## config.mk

```make
export PLATFORM = sky130hd
export DESIGN_NAME = scope_frame_crc16_packer
export DESIGN_NICKNAME = d
export VERILOG_FILES = /design/src/rtl/sfcp_pkg.sv /design/src/rtl/scope_frame_crc16_packer.sv /design/src/rtl/sfcp_front.sv /design/src/rtl/sfcp_back.sv
export SDC_FILE = /design/constraint.sdc
export NUM_CORES = 1
export LEC_CHECK = 0
export ABC_CLOCK_PERIOD_IN_PS = 5300
export BUFFER_PORTS_ARGS = -buffer_cell sky130_fd_sc_hd__buf_2
export CAP_MARGIN = 10
export CORE_MARGIN = 1.5
export CORE_UTILIZATION = 52
export CTS_CLUSTER_SIZE = 24
export DETAILED_ROUTE_END_ITERATION = 12
export GPL_ROUTABILITY_DRIVEN = 1
export PLACE_DENSITY_LB_ADDON = 0.25
export RECOVER_POWER = 50
export SLEW_MARGIN = 10
export SYNTH_ARGS = -nofsm -noshare
export SYNTH_HDL_FRONTEND = slang
export SYNTH_SLANG_ARGS = --single-unit
```

## constraint.sdc

```tcl
create_clock -name clk -period 5.3 [get_ports clk]
set_clock_uncertainty 0.1 [all_clocks]
set_input_delay 0.53 -clock clk [delete_from_list [all_inputs] [get_ports clk]]
set_output_delay 0.53 -clock clk [all_outputs]
set_load 0.05 [all_outputs]
```

## src/rtl/sfcp_pkg.sv

```systemverilog
// ----------------------------------------------------------------------------
// sfcp_pkg
// Shared types and constants of the scope frame packer: sample layout,
// frame byte positions and CRC-16/MODBUS parameters.
// ----------------------------------------------------------------------------
package sfcp_pkg;

	// Four channels; channel_a in the low bits so byte n of the frame is
	// bits [8n+7:8n] of the flattened sample.
	typedef struct packed {
		logic [15:0] channel_d;
		logic [15:0] channel_c;
		logic [15:0] channel_b;
		logic [15:0] channel_a;
	} sample_t;

	localparam int FrameLen = 10;
	localparam int DataLen  = 8;
	localparam int IdxW     = $clog2(FrameLen);

	typedef logic [IdxW-1:0] idx_t;

	// Byte positions within a frame
	localparam idx_t FirstIdx = idx_t'(0);
	localparam idx_t CrcLoIdx = idx_t'(DataLen);
	localparam idx_t CrcHiIdx = idx_t'(DataLen + 1);
	localparam idx_t LastIdx  = idx_t'(FrameLen - 1);

	localparam logic [15:0] CrcInit = 16'hFFFF;
	localparam logic [15:0] CrcPoly = 16'hA001;

	// Sample queue between front and back; depth is a power of two
	localparam int QueueDepth = 2;
	localparam int QPtrW      = $clog2(QueueDepth);
	localparam int QCntW      = $clog2(QueueDepth + 1);

endpackage

```

## src/rtl/scope_frame_crc16_packer.sv

```systemverilog
// A pushed sample goes through the queue and the output register to the ports.
// Throughput: one byte per cycle while pop does not stall, set by the serializer.
// Samples follow back to back; a 2-entry queue takes new ones.
// Reset clears queue pointers, serializer position and output valid; data
// registers are not cleared.
// ----------------------------------------------------------------------------
// scope_frame_crc16_packer
// Packs a four-channel sample into a 10-byte frame with a CRC-16/MODBUS
// trailer, one byte per request on the output.
// ----------------------------------------------------------------------------
module scope_frame_crc16_packer (
	input  logic        clk,
	input  logic        arst_n,
	input  logic        push,
	output logic        full,
	input  logic [15:0] channel_a,
	input  logic [15:0] channel_b,
	input  logic [15:0] channel_c,
	input  logic [15:0] channel_d,
	output logic        empty,
	input  logic        pop,
	output logic [7:0]  frame_byte,
	output logic        frame_end
);
	import sfcp_pkg::*;

	sample_t sample_in;
	sample_t head_sample;
	logic    head_valid;
	logic    head_take;

	assign sample_in = '{channel_d: channel_d, channel_c: channel_c,
		channel_b: channel_b, channel_a: channel_a};

	sfcp_front u_front (
		.clk         (clk),
		.arst_n      (arst_n),
		.push        (push),
		.full        (full),
		.sample_in   (sample_in),
		.head_valid  (head_valid),
		.head_sample (head_sample),
		.head_take   (head_take)
	);

	sfcp_back u_back (
		.clk         (clk),
		.arst_n      (arst_n),
		.head_valid  (head_valid),
		.head_sample (head_sample),
		.head_take   (head_take),
		.empty       (empty),
		.pop         (pop),
		.frame_byte  (frame_byte),
		.frame_end   (frame_end)
	);

endmodule

```

## src/rtl/sfcp_front.sv

```systemverilog
// ----------------------------------------------------------------------------
// sfcp_front
// Input side: accepts samples and holds them in a short queue until the
// serializer has sent the whole frame.
// ----------------------------------------------------------------------------
module sfcp_front (
	input  logic              clk,
	input  logic              arst_n,
	input  logic              push,
	output logic              full,
	input  sfcp_pkg::sample_t sample_in,
	output logic              head_valid,
	output sfcp_pkg::sample_t head_sample,
	input  logic              head_take
);
	import sfcp_pkg::*;

	sample_t            mem_q [QueueDepth];
	logic [QPtrW-1:0]   wr_ptr_q;
	logic [QPtrW-1:0]   rd_ptr_q;
	logic [QCntW-1:0]   count_q;
	logic               wr_en;
	logic               rd_en;

	assign full        = (count_q == QCntW'(QueueDepth));
	assign head_valid  = (count_q != '0);
	assign head_sample = mem_q[rd_ptr_q];
	assign wr_en       = push && !full;
	assign rd_en       = head_take && head_valid;

	// Storage, no reset needed
	always_ff @(posedge clk) begin
		if (wr_en) begin
			mem_q[wr_ptr_q] <= sample_in;
		end
	end

	// Pointers and fill level
	always_ff @(posedge clk or negedge arst_n) begin
		if (!arst_n) begin
			wr_ptr_q <= '0;
			rd_ptr_q <= '0;
			count_q  <= '0;
		end else begin
			if (wr_en) begin
				wr_ptr_q <= wr_ptr_q + QPtrW'(1);
			end
			if (rd_en) begin
				rd_ptr_q <= rd_ptr_q + QPtrW'(1);
			end
			unique case ({wr_en, rd_en})
				2'b10:   count_q <= count_q + QCntW'(1);
				2'b01:   count_q <= count_q - QCntW'(1);
				default: count_q <= count_q;
			endcase
		end
	end

endmodule

```

## src/rtl/sfcp_back.sv

```systemverilog
// ----------------------------------------------------------------------------
// sfcp_back
// Serializer: walks the head sample byte by byte, folds each data byte into
// the CRC and appends the CRC; one output register decouples the pop side.
// ----------------------------------------------------------------------------
module sfcp_back (
	input  logic              clk,
	input  logic              arst_n,
	input  logic              head_valid,
	input  sfcp_pkg::sample_t head_sample,
	output logic              head_take,
	output logic              empty,
	input  logic              pop,
	output logic [7:0]        frame_byte,
	output logic              frame_end
);
	import sfcp_pkg::*;

	// CRC-16/MODBUS update with one byte, LSB first
	function automatic logic [15:0] crc_byte(input logic [15:0] crc_in,
		input logic [7:0] data);
		logic [15:0] c;
		c = crc_in ^ {8'h00, data};
		for (int b = 0; b < 8; b++) begin
			c = c[0] ? ((c >> 1) ^ CrcPoly) : (c >> 1);
		end
		return c;
	endfunction

	idx_t        idx_q;
	logic [15:0] crc_q;
	logic        out_valid_q;
	logic [7:0]  out_byte_q;
	logic        out_end_q;
	logic        load;
	logic        is_data;
	logic [7:0]  data_byte;
	logic [7:0]  next_byte;
	logic [15:0] crc_base;

	assign load      = head_valid && (!out_valid_q || pop);
	assign head_take = load && (idx_q == LastIdx);
	assign is_data   = (idx_q < CrcLoIdx);
	assign data_byte = head_sample[{idx_q[2:0], 3'b000} +: 8];
	assign crc_base  = (idx_q == FirstIdx) ? CrcInit : crc_q;

	// Byte select for the current frame position
	always_comb begin
		if (is_data) begin
			next_byte = data_byte;
		end else if (idx_q == CrcHiIdx) begin
			next_byte = crc_q[15:8];
		end else begin
			next_byte = crc_q[7:0];
		end
	end

	// Position counter and output valid
	always_ff @(posedge clk or negedge arst_n) begin
		if (!arst_n) begin
			idx_q       <= FirstIdx;
			out_valid_q <= 1'b0;
		end else begin
			if (load) begin
				idx_q       <= (idx_q == LastIdx) ? FirstIdx : idx_q + idx_t'(1);
				out_valid_q <= 1'b1;
			end else if (pop) begin
				out_valid_q <= 1'b0;
			end
		end
	end

	// Running CRC and output payload
	always_ff @(posedge clk) begin
		if (load) begin
			out_byte_q <= next_byte;
			out_end_q  <= (idx_q == LastIdx);
			if (is_data) begin
				crc_q <= crc_byte(crc_base, data_byte);
			end
		end
	end

	assign empty      = !out_valid_q;
	assign frame_byte = out_byte_q;
	assign frame_end  = out_end_q;

endmodule

```

[After elaboration in Yosys (flattened, before gate mapping)]
Memory sizes are Yosys's and may differ from the RTL's.
Cells that the tools add are included.
Storage, ports and cells
  bits in registers: 34
  bits in latches: 0
  memory bits (read-only): 0
  bits in writable memories: 128
  memories: 1
  output and inout bits: 11
Operators by class
  $add $sub $neg: 5
  equal/unequal tests: 4
  bitwise operators: 9
  shift operators: 1
  divide/modulo/power cells: 0
  magnitude comparators: 1
  mux-type cells: 17
  reduce and logical (&&, ||, !) cells: 12
  multipliers: 0
Memories
  u_front.mem_q: words 2, bits a word 64, rd ports 1, clocked after Yosys merged registers in 0, write ports 1, line sfcp_front.sv:18  | sample_t mem_q [QueueDepth];
Operators by type and width (count)
  $mux 16: 8
  $shiftx 64x7->8: 1
  $not 2->3: 8
  $mux 8: 2
  $xor 16x8->16: 1
  $mux 14: 1
  $reduce_bool 2->1: 3
  $add 4x1->4 const B: 1
  $eq 2x2->1 const B: 2
  $eq 4x4->1 const B: 1
  $logic_and 1x1->1: 4
  $logic_not 4->1: 1
  $lt 4x4->1 const B: 1
  $mux 1: 4
  $mux 4: 1
  $pmux 2 s2: 1
  $add 1x1->1 const B: 2
  $add 2x1->2 const B: 1
  $eq 2x1->1 const B: 1
  $logic_not 1->1: 2
  $reduce_and 2->1: 1
  $sub 2x1->2 const B: 1
  $logic_or 1x1->1: 1

[Logic depth before layout (Yosys ltp)]
Gate-level depths: netlist of run 1.
  depth after elaboration: 19
  mapped depth: 10
  depth with buffers taken out: 7

[Hierarchy]
Synthesis of run 1 repeated with hierarchy kept, for this count alone.
Second synthesis, totals
  cells, all modules: 390
  area, all modules: 7249.5 µm²
By module, submodules not included
  sfcp_front: sequential area each 3943.8 µm², area an instance 5023.6 µm², instances 1, cells an instance 217
  sfcp_back: sequential area each 875.8 µm², area an instance 2225.9 µm², instances 1, cells an instance 173

[Least setup slack after synthesis of run 1]
No wires, ideal clock.
  kind: reg2reg
  start: register u_front.count_q[0]
  end: memory u_front.mem_q[0][0] (netlist bit) (enable)
  library setup time: 0.486 ns
  path buffers: 0
  setup slack: 1.401 ns
  data required time: 4.714 ns
  arrival time: 3.312 ns
  cell stages (with the launch flop): 4
  cells stage by stage: dfrtp_1 > nand2b_1 > nand2_1 > nor2_1
On the way
  longest elaborated chain between the ends: 5
RTL lines
  from (decl): line sfcp_front.sv:21  | logic [QCntW-1:0] count_q;
  from (signal assigned): line sfcp_front.sv:52  | 2'b10: count_q <= count_q + QCntW'(1);
  from (signal assigned): line sfcp_front.sv:53  | 2'b01: count_q <= count_q - QCntW'(1);
  from (signal assigned): line sfcp_front.sv:54  | default: count_q <= count_q;
  $eq 2x2->1: line sfcp_front.sv:25  | assign full = (count_q == QCntW'(QueueDepth));
  $logic_not 1->1: line sfcp_front.sv:28  | assign wr_en = push && !full;
  $logic_and 1x1->1: line sfcp_front.sv:28
  $mux 1: line sfcp_front.sv:33  | if (wr_en) begin
  $mux 1 (not written as such): line sfcp_front.sv:34  | mem_q[wr_ptr_q] <= sample_in;
  to (decl): line sfcp_front.sv:18
Every way passes these cells.

[Final worst setup path of run 1]
  start: register u_front.rd_ptr_q
  end: register u_back.crc_q[14] (data pin)
On the way
  longest elaborated chain between the ends: 11
RTL lines
  from (decl): line sfcp_front.sv:20  | logic [QPtrW-1:0] rd_ptr_q;
  from (signal assigned): line sfcp_front.sv:49  | rd_ptr_q <= rd_ptr_q + QPtrW'(1);
  $mem_v2 2x64 (*)
  $shiftx 64x7->8 (*): line sfcp_back.sv:44  | assign data_byte = head_sample[{idx_q[2:0], 3'b000} +: 8];
  $xor 16x8->16 (*): line sfcp_back.sv:23  | c = crc_in ^ {8'h00, data};
  $mux 16 (*) (5 in a row): line sfcp_back.sv:25  | c = c[0] ? ((c >> 1) ^ CrcPoly) : (c >> 1);
  $not 2->3 (no line) / $mux 16 (equally long branches)
  $mux 16 (*) (2 in a row): line sfcp_back.sv:25
  to (signal assigned): line sfcp_back.sv:79  | crc_q <= crc_byte(crc_base, data_byte);
  to (decl): line sfcp_back.sv:31  | logic [15:0] crc_q;
Mark *: on every way between the ends. The rest lies on a longest branch, timed or not.
A chain may end at the register's enable or synchronous reset.

==> metrics.txt, run 1 <==
placed cell area 0.007277 mm^2; top_reg_cell synth edfxtp_1; cells taking the most area after synthesis edfxtp_1, mux4_2, mux2i_1, xnor2_1, dfrtp_1; vias in the first global route around 3,400; crit path max fanout 25; most frequent cell after synthesis edfxtp_1; utilization after layout 0.6141; final hold vios 0; Placement Setup Slack 1.884 ns; Post-synth EDFFs 153; area leader, netlist edfxtp_1; register area share after synthesis 0.7183; drt first-iter violations 171; register bit total from synthesis 162; die height approximately 120 um; fill count slightly below 1,000; CTS max path bufs 2; CTS buffer count 17; final net count 504; yosys warns 0; max-cap violations 0; Worst-path clk slew around 0.06 ns; via/cell ratio between 5 and 6; Net Count, Synth 413; Worst Hold Class in -> reg; Synth top area share 0.6847; core area 0.01262 mm^2; die area 0.01359 mm^2; Relative slew margins 0.1913; Initial Util 0.5317; area grow syn2layout 15.50%; DIE WIDTH 116.6 um; critical setup path kind reg -> reg; first-pass GRT wire length approximately 18,000 um; highest clock rate ~0.30 GHz; Detail Placement HPWL between 7000 and 8000 um; final setup vio count 0; Post-Syn Area between 0.006 and 0.007 mm^2; Worst EP required roughly 5.4 ns; vias between 3,000 and 4,000; Pleak around 2.7 nW; Power Density roughly 740 mW/mm^2; clock sink count 162; worst hold margin 0.1981 ns; CTS tree built; Slew @ Worst Pin around 1.2 ns; final non-filler cell total 620; Mapped Avg Cell Area about 20 um^2; Overall Power approximately 5.7 mW; final worst path period need roughly 3.3 ns; slack of the critical path 1.970 ns; postcts setup bufs 0; Async SR Flop Fraction 0.05556; critical path arrival 3.38 ns; # IOs 79; Fin Setup TNS 0 ns; GPL Wtd Cong approximately 0.83; # DRC 0; distinct cell type count after synthesis 33; Post-synth top cells edfxtp_1, xnor2_1, mux4_2; Clk Latency, worst-skew pair around 0.42 ns; Tot GR Track Use 0.1828; GRT overflow 0; post-synthesis cell count 344; num rows 41; Final Max Tran Viols 0; root buffer cell clkbuf_16; RSZ-0062 raised after global routing false; CP startpoint kind register; initial antenna violation count 0; status finished clean; final wirelength ~11,000 um; Finished Cell Area between 0.007 and 0.008 mm^2; Buffers on Ports 78; post-placement cell count between 500 and 600; ratio of cells with drive above 1 in the final layout 0.2388; H-tree levels 4; Routed Antenna Nets 0; WL/cell ~18 um; Max VDD drop 0.4455 mV; Worst Setup End Kind register; pin count of the biggest net entering global routing 53; ANT cells 0; Final Cycle Share 0.6283; drt pass-1 iters 4
-- where the power goes --
part / internal, mW / total (mW) / switching [mW]
Sequential: 2.01 / 2.27 / 0.258
Clock: 0.634 / 1.08 / 0.451
Combinational: 1.14 / 2.35 / 1.21
Total: 3.78 / 5.70 / 1.92
-- cell usage in the layout (no fill, tap or decap), types with 2 or more instances in the layout --
cell type / count
nor3_1: 3
nor2_1: 26
clkbuf_1: 46
mux2i_1: 25
or2_2: 5
a21oi_1: 9
dfrtp_1: 8
clkbuf_16: 17
clkinv_2: 3
buf_4: 7
clkinvlp_4: 3
nand2_1: 4
xnor2_1: 28
and2_1: 2
mux4_2: 27
inv_1: 4
clkinv_1: 5
o21ai_0: 3
mux4_1: 7
xor2_1: 9
nor2b_1: 2
buf_2: 35
edfxtp_1: 153
-- final timing paths --
check | from | cells past startpoint | slack (ns) | end
max reg2reg | u_front.rd_ptr_q | 7 | 1.97 | u_back.crc_q[14]
min in group asynchronous | arst_n | 2 | 0.50 | u_back.idx_q[1]
max in group asynchronous | arst_n | 2 | 4.24 | u_front.rd_ptr_q
min | channel_b[13] | 1 | 0.20 | u_front.mem_q[0][29]
min reg2reg | u_front.count_q[1] | 1 | 0.39 | u_front.count_q[1]
max | u_front.rd_ptr_q | 7 | 1.97 | u_back.crc_q[14]
-- cell type report --
class	instances	area [um^2]	area share
clock inverters	13	95.09	0.01227
flip-flops and latches	162	4821	0.6221
repair buffers	87	402.9	0.05199
multi-input cells	163	1768	0.2281
well taps	172	215.2	0.02777
clock buffers	19	432.9	0.05586
inverters	4	15.01	0.001937
-- critical path, stage by stage, from the launching register on --
cell and delay, ns:
dfrtp_2 0.89, mux4_1 0.64, mux2i_1 0.26, xor2_1 0.17, mux2i_1 0.10, xnor2_1 0.22, xnor3_1 0.51, xnor2_1 0.16
-- sequential cells by signal (all words and copies together), names as in the netlist --
register	count
u_front.rd_ptr_q	1
u_front.mem_q	128
u_back.crc_q	16
u_back.frame_byte	8
u_back.idx_q	4
u_front.count_q	2
u_back.frame_end	1
u_front.wr_ptr_q	1
u_back.out_valid_q	1
-- timing repair --
action | in CTS | in global routing
gates resized for setup | 0 | 0
hold buffers | 1 | 0
hold endpoints to repair | 9 | 0
endpoints found under the setup margin | 0 | 0
-- layer usage --
| layer | track usage | up-vias | part of all wire |
|---|---|---|---|
| met5 | 0 | - | 0 |
| met4 | 0.08193 | 0 | 0.0095 |
| met3 | 0.04930 | 7 | 0.047 |
| met2 | 0.2878 | 88 | 0.50 |
| met1 | 0.2425 | 1649 | 0.44 |
| li1 | - | 1541 | - |
-- cells by family (layout without fill, tap and decap cells) --
| logic type | after synthesis | in the layout | share of synthesized area |
|---|---|---|---|
| DFF | 162 | 162 | 0.7183 |
| xor gates and xnor gates | 39 | 39 | 0.05408 |
| muxes | 60 | 60 | 0.1587 |
| and+or+nand+nor | 47 | 47 | 0.03319 |
| buffers and inverters | 19 | 123 | 0.01846 |
| AOI/OAI and AO/OA | 16 | 16 | 0.01547 |
| adders and majority gates | 1 | 1 | 0.001864 |
(Power assumes the default switching activity.)
==> inputs of run 2 (changes only) <==
ABC_CLOCK_PERIOD_IN_PS = 2830   (was 5300)
clock period = 2.83 ns   (was 5.3 ns; I/O delays follow)
==> run 2 against run 1 <==
Effect of this change:
- the flow now finishes with violations (negative setup slack)
- final cell count up 16%
- largest power group unchanged
- cell area up 13%
- highest routed layer unchanged
- non-clock buffer count is 98 higher
==> metrics.txt, run 2 (synthesis gave the netlist of run 1 again) <==
Final Max Tran Viols 0 (unchanged); slack of the critical path -0.05936 ns (-2.029 ns); failing checks negative setup slack; CTS buffer count 17 (unchanged); final setup vio count 4 (+4); area grow syn2layout 30.56%; GR peak layer met2; final wirelength 12,650 um (+12%); Worst Hold Class in -> reg; final net count 602 (+19%); Hold Path Sink u_front.wr_ptr_q; Initial Util 0.5317 (unchanged); # IOs 79 (unchanged); ANT cells 0 (unchanged); worst r2r src u_front.rd_ptr_q; highest clock rate 0.3461 GHz (+15%); Relative slew margins 0.09379 (-0.09750); Detail Placement HPWL 7921 um (+6.9%); grt met1 use 0.2600 (+0.01749); Worst-path clk slew 0.06 ns (about the same); RSZ-0062 raised after global routing true; drt first-iter violations 238 (+39%); pin count of the biggest net entering global routing 43 (-19%); crit path max fanout 4 (-84%); cell repeated most along the worst path xnor2_2; CTS max path bufs 2 (unchanged); WL/cell 17.61 um (-3.0%); utilization after layout 0.6942 (+0.08011); # DRC 0 (unchanged); most common cell after layout, fill and taps aside edfxtp_1; DIE WIDTH 116.6 um (unchanged); ratio of cells with drive above 1 in the final layout 0.2564 (+0.01757); clock share of power 0.179 (-0.011); Net Sw Power 3.994 mW (+110%); Max VDD drop 0.9228 mV (+110%); Comb power frac 0.486 (+0.074); CTS tree built; Power Density 1372 mW/mm^2 (+87%); GPL Wtd Cong 0.8386 (+0.96%); Final Cycle Share 1.021 (+0.3927); num rows 41 (unchanged); Finished Cell Area 0.008761 mm^2 (+13%); met2 Resource Use GR 0.3400 (+0.05216); vias in the first global route 3,908 (+15%); R2R Path End u_back.crc_q[14]; sequential power share 0.336 (-0.062); Worst EP required 2.90 ns (-2.45 ns); final hold vios 0 (unchanged); R2R Setup Slk -0.06 ns (-2.03 ns); max reg flops 128 (unchanged); Buffers on Ports 78 (unchanged); Fin Setup TNS -0.1418 ns (-0.1418 ns); via/cell ratio 5.106 (-3.6%); root buffer cell clkbuf_16; worst r2r path cells 9 (+2); slowest CP cell xnor3_2; switching part of the total power 0.3323 (-0.004295); drt pass-1 iters 5 (+1); Routed Antenna Nets 0 (unchanged); grt met3 use 0.05553 (+0.006227); Placement Setup Slack -0.1258 ns (-2.009 ns); GRT overflow 0 (unchanged); initial antenna violation count 0 (unchanged); final worst path period need 2.889 ns (-0.4406 ns); die height 116.6 um (unchanged); post-placement cell count 610 (+3.9%); critical path arrival 2.96 ns (-0.42 ns); Hold Startpoint push; vias 3,666 (+12%); placed cell area 0.007487 mm^2 (+2.9%); H-tree levels 4 (unchanged); Power Internal 8.026 mW (+110%); Slew @ Worst Pin 1.359 ns (+0.1507 ns); die area 0.01359 mm^2 (unchanged); Tot GR Track Use 0.2060 (+0.02321); commonest cells after routing, fill and taps aside edfxtp_1, dlygate4sd3_1, clkbuf_1; core area 0.01262 mm^2 (unchanged); fill count 895 (-7.1%); status complete, but fails checks; Pleak 3.108 nW (+16%); Overall Power 12.02 mW (+110%); final non-filler cell total 718 (+16%); WHS Path Cells 3 (+2); CP startpoint kind register; register with the most flip-flops u_front.mem_q; Worst Setup End Kind register; max-cap violations 0 (unchanged); CP Cell Sequence buf_12 -> mux4_2 -> mux2i_2 -> buf_4 -> xnor2_2 -> mux2i_2 -> xnor2_2 -> xnor3_2 -> xnor2_2; critical setup path kind reg -> reg; max incr delay on CP 0.51 ns (-0.38 ns); clock sink count 162 (unchanged); worst hold margin 0.1497 ns (-0.04834 ns); first-pass GRT wire length 19,890 um (+12%); Clk Latency, worst-skew pair 0.42 ns (about the same)
## run 2: cell types whose count changed in the layout (fill, tap and decap cells not counted), sizes merged
| cell | delta |
|---|---|
| dlygate4sd3 | +65 |
| buf | +19 |
| clkbuf | +15 |
| clkinv | -2 |
| bufinv | +1 |
| clkinvlp | -1 |
| inv | +1 |
## run 2: worst max-delay path by stage
stage / startpoint / to / slack (ns) / cells after the start
after CTS: u_front.rd_ptr_q / u_back.crc_q[14] / -0.11 / 9
after floorplan: u_front.count_q[0] / u_front.mem_q[0][0] / 0.001 / 3
after global placement: u_front.rd_ptr_q / u_back.crc_q[14] / -0.01 / 8
after detailed placement: u_front.rd_ptr_q / u_back.crc_q[14] / -0.13 / 8
final: u_front.rd_ptr_q / u_back.crc_q[14] / -0.06 / 9
after global routing: u_front.rd_ptr_q / u_back.crc_q[14] / -0.14 / 9
## run 2: critical path: cells and delay by family, from the launching register on
| kind | cells | cell delay (ns) |
|---|---|---|
| muxes | 3 | 0.92 |
| xor gates and xnor gates | 4 | 0.89 |
| DFF | 1 | 0.42 |
| buffers and inverters | 2 | 0.30 |
## run 2: final cells by class
| class | count | area (um^2) | share of cell area |
|---|---|---|---|
| multi-input cells | 163 | 1838 | 0.2098 |
| repair buffers | 185 | 1320 | 0.1507 |
| clock inverters | 12 | 115.1 | 0.01314 |
| inverters | 4 | 15.01 | 0.001714 |
| flip-flops and latches | 162 | 4821 | 0.5503 |
| clock buffers | 20 | 436.7 | 0.04984 |
| well taps | 172 | 215.2 | 0.02456 |
## run 2: power by group through the flow
stage / Sequential [mW] / Clock [mW] / Combinational [mW]
after floorplan: 4.24 / 0 / 3.66
after global placement: 4.04 / 0 / 5.04
after detailed placement: 4.07 / 0 / 5.22
after CTS: 4.03 / 2.19 / 5.71
after global routing: 4.10 / 2.28 / 6.27
final: 4.03 / 2.15 / 5.84
## run 2: what timing repair did
item	in CTS	in global routing
gates resized for setup	8	6
hold endpoints to repair	138	0
pin swaps	6	2
hold buffers	66	0
setup buffers	7	3
setup endpoints to repair	3	5
## run 2: per-layer routing
metal  routed length (um)  vias up
met5                    0        -
met4                  207        0
met3                  547       16
met2                 6618       97
met1                 5272     1817
li1                     -     1736
